<file path="config.mk">
export PLATFORM = sky130hd
export DESIGN_NAME = sogs_div_lane
export DESIGN_NICKNAME = d
export VERILOG_FILES = /design/src/sogs_pkg.sv /design/src/sogs_div_lane.sv
export SDC_FILE = /design/constraint.sdc
export NUM_CORES = 1
export LEC_CHECK = 0
export CAP_MARGIN = 20
export CORE_ASPECT_RATIO = 1.2
export CORE_MARGIN = 8
export CORE_UTILIZATION = 60
export CTS_CLUSTER_SIZE = 24
export DETAILED_ROUTE_END_ITERATION = 16
export DONT_BUFFER_PORTS = 1
export GPL_TIMING_DRIVEN = 0
export PLACE_DENSITY = 0.76
export RECOVER_POWER = 50
export REMOVE_ABC_BUFFERS = 1
export SLEW_MARGIN = 20
export SYNTH_ARGS = -nofsm -noshare
export SYNTH_HDL_FRONTEND = slang
export SYNTH_SLANG_ARGS = --single-unit
</file>
<file path="constraint.sdc">
create_clock -name clk_i -period 6.9 [get_ports clk_i]
set_input_delay 1.38 -clock clk_i [delete_from_list [all_inputs] [get_ports clk_i]]
set_output_delay 1.38 -clock clk_i [all_outputs]
set_load 0.1 [all_outputs]
</file>
<file path="src/sogs_pkg.sv">
// sogs_pkg: widths, register indexes, reset values and small helpers for the
// octagonal gate shaper. No dependencies; used by sogs_div_lane and the core.
`default_nettype none

package sogs_pkg;

  // field widths
  localparam int SAMPLE_W = 16;   // signed sample, Q1.x
  localparam int REACH_W  = 7;    // reach registers
  localparam int OUT_W    = 8;    // signed drive value
  localparam int QW       = 7;    // drive magnitude, 0..127

  // datapath widths
  localparam int PX_W  = SAMPLE_W + REACH_W + 1;  // signed reach * sample
  localparam int MAG_W = PX_W - 1;                // |reach * sample|
  localparam int LIM_W = 2 * REACH_W;             // axis * diagonal
  localparam int GB_W  = MAG_W + REACH_W;         // diagonal * larger magnitude
  localparam int WS_W  = 32;                      // signed weight * smaller magnitude
  localparam int D_W   = 29;                      // gate measure, never negative
  localparam int NUM_W = MAG_W + LIM_W;           // |x| * lim
  localparam int DEN_W = 32;                      // 5 * gate measure
  localparam int OUT_MUL_SH = 4;                  // the 16 of 16/5
  localparam int REM_W = NUM_W + OUT_MUL_SH;      // divider remainder

  // divider: one saturation check, then one quotient bit per stage
  localparam int DIV_STAGES  = QW + 1;
  localparam int PIPE_STAGES = DIV_STAGES + 5;
  localparam int ST_DIV0     = 4;

  // plain divide by five of a small value: (t * 205) >> 10, exact below 1024
  localparam int DIV5_MUL   = 205;
  localparam int DIV5_SHIFT = 10;
  localparam int DIV5_PW    = DIV5_SHIFT + 8;
  localparam int SAT_IN     = 640;                // 5 * 128

  localparam logic [QW-1:0] Q_SAT = '1;

  // configuration register indexes
  localparam int CFG_IDX_W = 1;
  localparam logic [CFG_IDX_W-1:0] REG_AXIS_REACH = 1'b0;
  localparam logic [CFG_IDX_W-1:0] REG_DIAG_REACH = 1'b1;

  localparam logic [REACH_W-1:0] AXIS_RESET = 7'd72;
  localparam logic [REACH_W-1:0] DIAG_RESET = 7'd40;

  typedef struct packed {
    logic          neg_x;
    logic          neg_y;
    logic          scale;
    logic [QW-1:0] ux;
    logic [QW-1:0] uy;
  } side_t;

  function automatic logic [OUT_W-1:0] apply_sign(input logic neg, input logic [QW-1:0] q);
    logic [OUT_W-1:0] m;
    m = {1'b0, q};
    return neg ? (~m + 8'd1) : m;
  endfunction

endpackage

`default_nettype wire

</file>
<file path="src/sogs_div_lane.sv">
// sogs_div_lane: pipelined restoring divider for one axis, saturating quotient.
// Depends on sogs_pkg; stage enables come from the core's handshake chain.
`default_nettype none

module sogs_div_lane (
  input  logic                           clk_i,
  input  logic [sogs_pkg::DIV_STAGES-1:0] en_i,
  input  logic [sogs_pkg::NUM_W-1:0]      num_i,
  input  logic [sogs_pkg::DEN_W-1:0]      den_i,
  output logic [sogs_pkg::QW-1:0]         quo_o
);
  import sogs_pkg::*;

  logic [REM_W-1:0]      rem_q [DIV_STAGES-1];
  logic [DEN_W-1:0]      den_q [DIV_STAGES-1];
  logic [QW-1:0]         quo_q [DIV_STAGES];
  logic [DIV_STAGES-1:0] sat_q;

  logic [REM_W-1:0]      sub   [DIV_STAGES-1];
  logic [DIV_STAGES-2:0] ge;

  // trial subtract of the shifted divisor, one quotient bit per stage
  always_comb begin
    for (int i = 0; i < DIV_STAGES - 1; i++) begin
      sub[i] = REM_W'(den_q[i]) << (DIV_STAGES - 2 - i);
      ge[i]  = rem_q[i] >= sub[i];
    end
  end

  always_ff @(posedge clk_i) begin
    if (en_i[0]) begin
      rem_q[0] <= REM_W'(num_i) << OUT_MUL_SH;
      den_q[0] <= den_i;
      quo_q[0] <= '0;
      // quotient of 128 or more saturates
      sat_q[0] <= (REM_W'(num_i) << OUT_MUL_SH) >= (REM_W'(den_i) << QW);
    end
    for (int i = 0; i < DIV_STAGES - 1; i++) begin
      if (en_i[i+1]) begin
        quo_q[i+1] <= quo_q[i] | (QW'(ge[i]) << (DIV_STAGES - 2 - i));
        sat_q[i+1] <= sat_q[i];
      end
    end
    for (int i = 0; i < DIV_STAGES - 2; i++) begin
      if (en_i[i+1]) begin
        rem_q[i+1] <= ge[i] ? (rem_q[i] - sub[i]) : rem_q[i];
        den_q[i+1] <= den_q[i];
      end
    end
  end

  assign quo_o = sat_q[DIV_STAGES-1] ? Q_SAT : quo_q[DIV_STAGES-1];

endmodule

`default_nettype wire

</file>
==> impl_metrics.tcl <==
set metrics [dict create \
    start_util 0.607 \
    fill_cells 3857 \
    clock_latency_ns 0.60 \
    path_clk_slew_ns 0.06 \
    hold_viol 0 \
    synth.distinct_cells 81 \
    cts-root-buf "clkbuf_16" \
    dpl.cell_count 3544 \
    slew_headroom 0.327 \
    ys_warn_count 0 \
    net-switching-power_mw 4.42 \
    cts_setup_buffers 0 \
    post-route-util 0.658 \
    total_leakage_power_nw 13.8 \
    clock_path_buffers 3 \
    critPathArrivalTime_ns 4.70 \
    grt_pass1_wl_um 106000 \
    syn_to_final_growth_pct 8.50 \
    final_nets 3241 \
    cp_max_fo 39 \
    start_kind "flop" \
    cap_violations 0 \
    grt_pass1_vias 21800 \
    cts_tree "built" \
    drc_errors 0 \
    port_buffers 0 \
    clock_skew_ns 0.0172 \
    fin_crit_ns 4.36 \
    post_drt_wl_per_cell_um 17.9 \
    place_area_um2 31900 \
    grt_start_max_net_pins 80 \
    r2r_slack_ns 2.54 \
    vias 21500 \
    crit_slowest_cell "nor2_4" \
    fin_area_um2 33800 \
    swShare 0.341 \
    hp-class "reg -> reg" \
    drive_gt1_frac 0.0577 \
    cts_max_level 2 \
    setup_tns_ns 0 \
    dp_slack_ns 2.53 \
    worst_slew_pin_slew_ns 0.983 \
    critical_path.endpoint_type "flop" \
    status "finished, final reports clean" \
    p_int_mw 8.53 \
    setup_violations 0 \
    rsz0062_at_grt "no" \
    slew_viol_final 0 \
    final_cells 3643 \
    synth_edf_count 525 \
    num_rows 91 \
    cp.required_ns 7.24 \
    cts_buffers 53 \
    p_seq_frac 0.377 \
    clkPwrFrac 0.232 \
    ant_nets 0 \
    die_w_um 224 \
    coreArea_um2 51400 \
    ys_seq_elements 525 \
    hold_buffers 0 \
    cts-resized-gates 0 \
    crit_type "reg -> reg" \
    die_h_um 266 \
    antenna_found_initial 0 \
    seq_area_frac_synth 0.506 \
    initialDrtViolationCount 1406 \
    cts.sinks 525 \
    period_share 0.632 \
    layout.cells.most_common "edfxtp_1" \
    dpl.hpwl_um 50700 \
    crit_chain "inv_1, ha_1, inv_1, fa_1, a211o_1, a21oi_1, o21ai_0, a21oi_1, o221ai_1, a31oi_1, o21ai_1, nor2_4, buf_12, mux2_2" \
    final_cell_mix "edfxtp_1, inv_1, a21oi_1" \
    power_frac_comb 0.391 \
    vias_per_cell 5.89 \
    synth-async-reset-ratio 0 \
    gr-total-overflow 0 \
    synth_cells 2920 \
    finalWeightedCongestion 0.917 \
    powerDensity_nw_per_um2 383 \
    grt_use_total 0.217 \
    ir_drop_mv 0.246 \
    setup_ws_ns 2.54 \
    wl_um 65100 \
    synthesis.area_um2 31100 \
    synth_ff_type "edfxtp_1" \
    syn_area_per_cell_um2 10.7 \
    max_stage_delay_ns 0.49 \
    die_area_um2 59500 \
    dr.pass1.iters 6 \
    clock.fmax_mhz 229 \
    io_pins 85 \
]
metal layers:
layer,wire length (um),share of wire,vias to the layer above,GRT usage
met5,0,0,-,0
met4,3930,0.060,0,0.126
met3,2860,0.044,212,0.0309
met2,33400,0.51,670,0.403
met1,24900,0.38,9932,0.234
li1,-,-,10600,-
registers in the layout (all words and copies together) (netlist names):
name,count
sat_q,8
quo_q,28
den_q,224
rem_q,265
cells by family (layout without fill, tap and decap cells):
family                     count (synthesis)  in the layout  share of synthesized area
AOI/OAI and AO/OA                        796            796                      0.159
adders and majority gates                261            261                      0.106
other                                      0              1                          0
DFF                                      525            525                      0.506
and+or+nand+nor                          703            703                      0.107
buffers and inverters                    386            411                     0.0477
xor gates and xnor gates                 199            199                     0.0560
muxes                                     50             50                     0.0180
power groups by stage:
stage,sequential (mW),combinational (mW),clock [mW]
floorplan,4.79,3.96,0
global route,4.96,5.64,3.19
detailed placement,4.94,4.97,0
global placement,4.92,4.84,0
CTS,4.88,5.02,3.06
finish,4.88,5.07,3.00
synthesized netlist by cell type, types with 5 or more instances:
cell type | n | area share
a2111oi_0 | 6 | 0.0017
a211o_1 | 9 | 0.0025
a211oi_1 | 25 | 0.0060
a21o_1 | 129 | 0.031
a21oi_1 | 283 | 0.045
a221oi_1 | 10 | 0.0028
a31o_2 | 6 | 0.0017
a31oi_1 | 22 | 0.0044
and2_1 | 9 | 0.0018
and3_1 | 9 | 0.0018
buf_2 | 14 | 0.0022
clkbuf_1 | 60 | 0.0072
edfxtp_1 | 525 | 0.51
fa_1 | 6 | 0.0039
ha_1 | 255 | 0.10
inv_1 | 302 | 0.036
mux2_2 | 47 | 0.017
nand2_1 | 209 | 0.025
nand2b_1 | 20 | 0.0040
nand3_1 | 45 | 0.0072
nand4_1 | 50 | 0.010
nor2_1 | 210 | 0.025
nor2b_1 | 32 | 0.0064
nor3_1 | 40 | 0.0064
nor4_1 | 16 | 0.0032
o2111ai_1 | 5 | 0.0014
o211a_1 | 5 | 0.0016
o211ai_1 | 15 | 0.0036
o21a_1 | 22 | 0.0053
o21ai_0 | 168 | 0.027
o21bai_1 | 25 | 0.0060
o31ai_1 | 16 | 0.0039
or2_2 | 13 | 0.0026
or3_1 | 17 | 0.0034
or4_1 | 6 | 0.0014
xnor2_1 | 112 | 0.031
xor2_1 | 87 | 0.024
worst max-delay path, delay by kind of cell (launching register included):
family	cells	cell delay, ns
flip-flops	1	0.36
AND/OR/NAND/NOR	1	0.49
multiplexers	1	0.36
AO/OA/AOI/OAI	7	1.91
buffers and inverters	3	0.41
adder cells (fa/ha/maj)	2	0.58
final cells by class:
| cell class | count | area, um2 | share of cell area |
|---|---|---|---|
| Tap cell | 697 | 872 | 0.0258 |
| Sequential cell | 525 | 15800 | 0.467 |
| Inverter | 303 | 1140 | 0.0337 |
| Antenna cell | 1 | 2.50 | 0.0000741 |
| Timing Repair Buffer | 10 | 215 | 0.00637 |
| Clock buffer | 65 | 1410 | 0.0418 |
| Clock inverter | 33 | 429 | 0.0127 |
| Multi-Input combinational cell | 2009 | 14000 | 0.413 |
metrics by stage:
stage	hold WS [ns]	power, mW
6_report	0.417	13.0
5_1_grt	0.422	13.8
4_1_cts	0.418	13.0
3_5_place_dp	0.405	9.91
3_3_place_gp	0.403	9.76
2_1_floorplan	0.400	8.75
path summary, 6_finish.rpt:
path,start,endpoint,cells past startpoint
setup / recovery,rem_q[1][5],rem_q[2][6],14
hold / removal,quo_q[1][13],quo_q[1][20],0
setup reg to reg,rem_q[1][5],rem_q[2][6],14
hold reg to reg,quo_q[1][13],quo_q[1][20],0
Note: power is estimated with default switching activity, not from simulation.
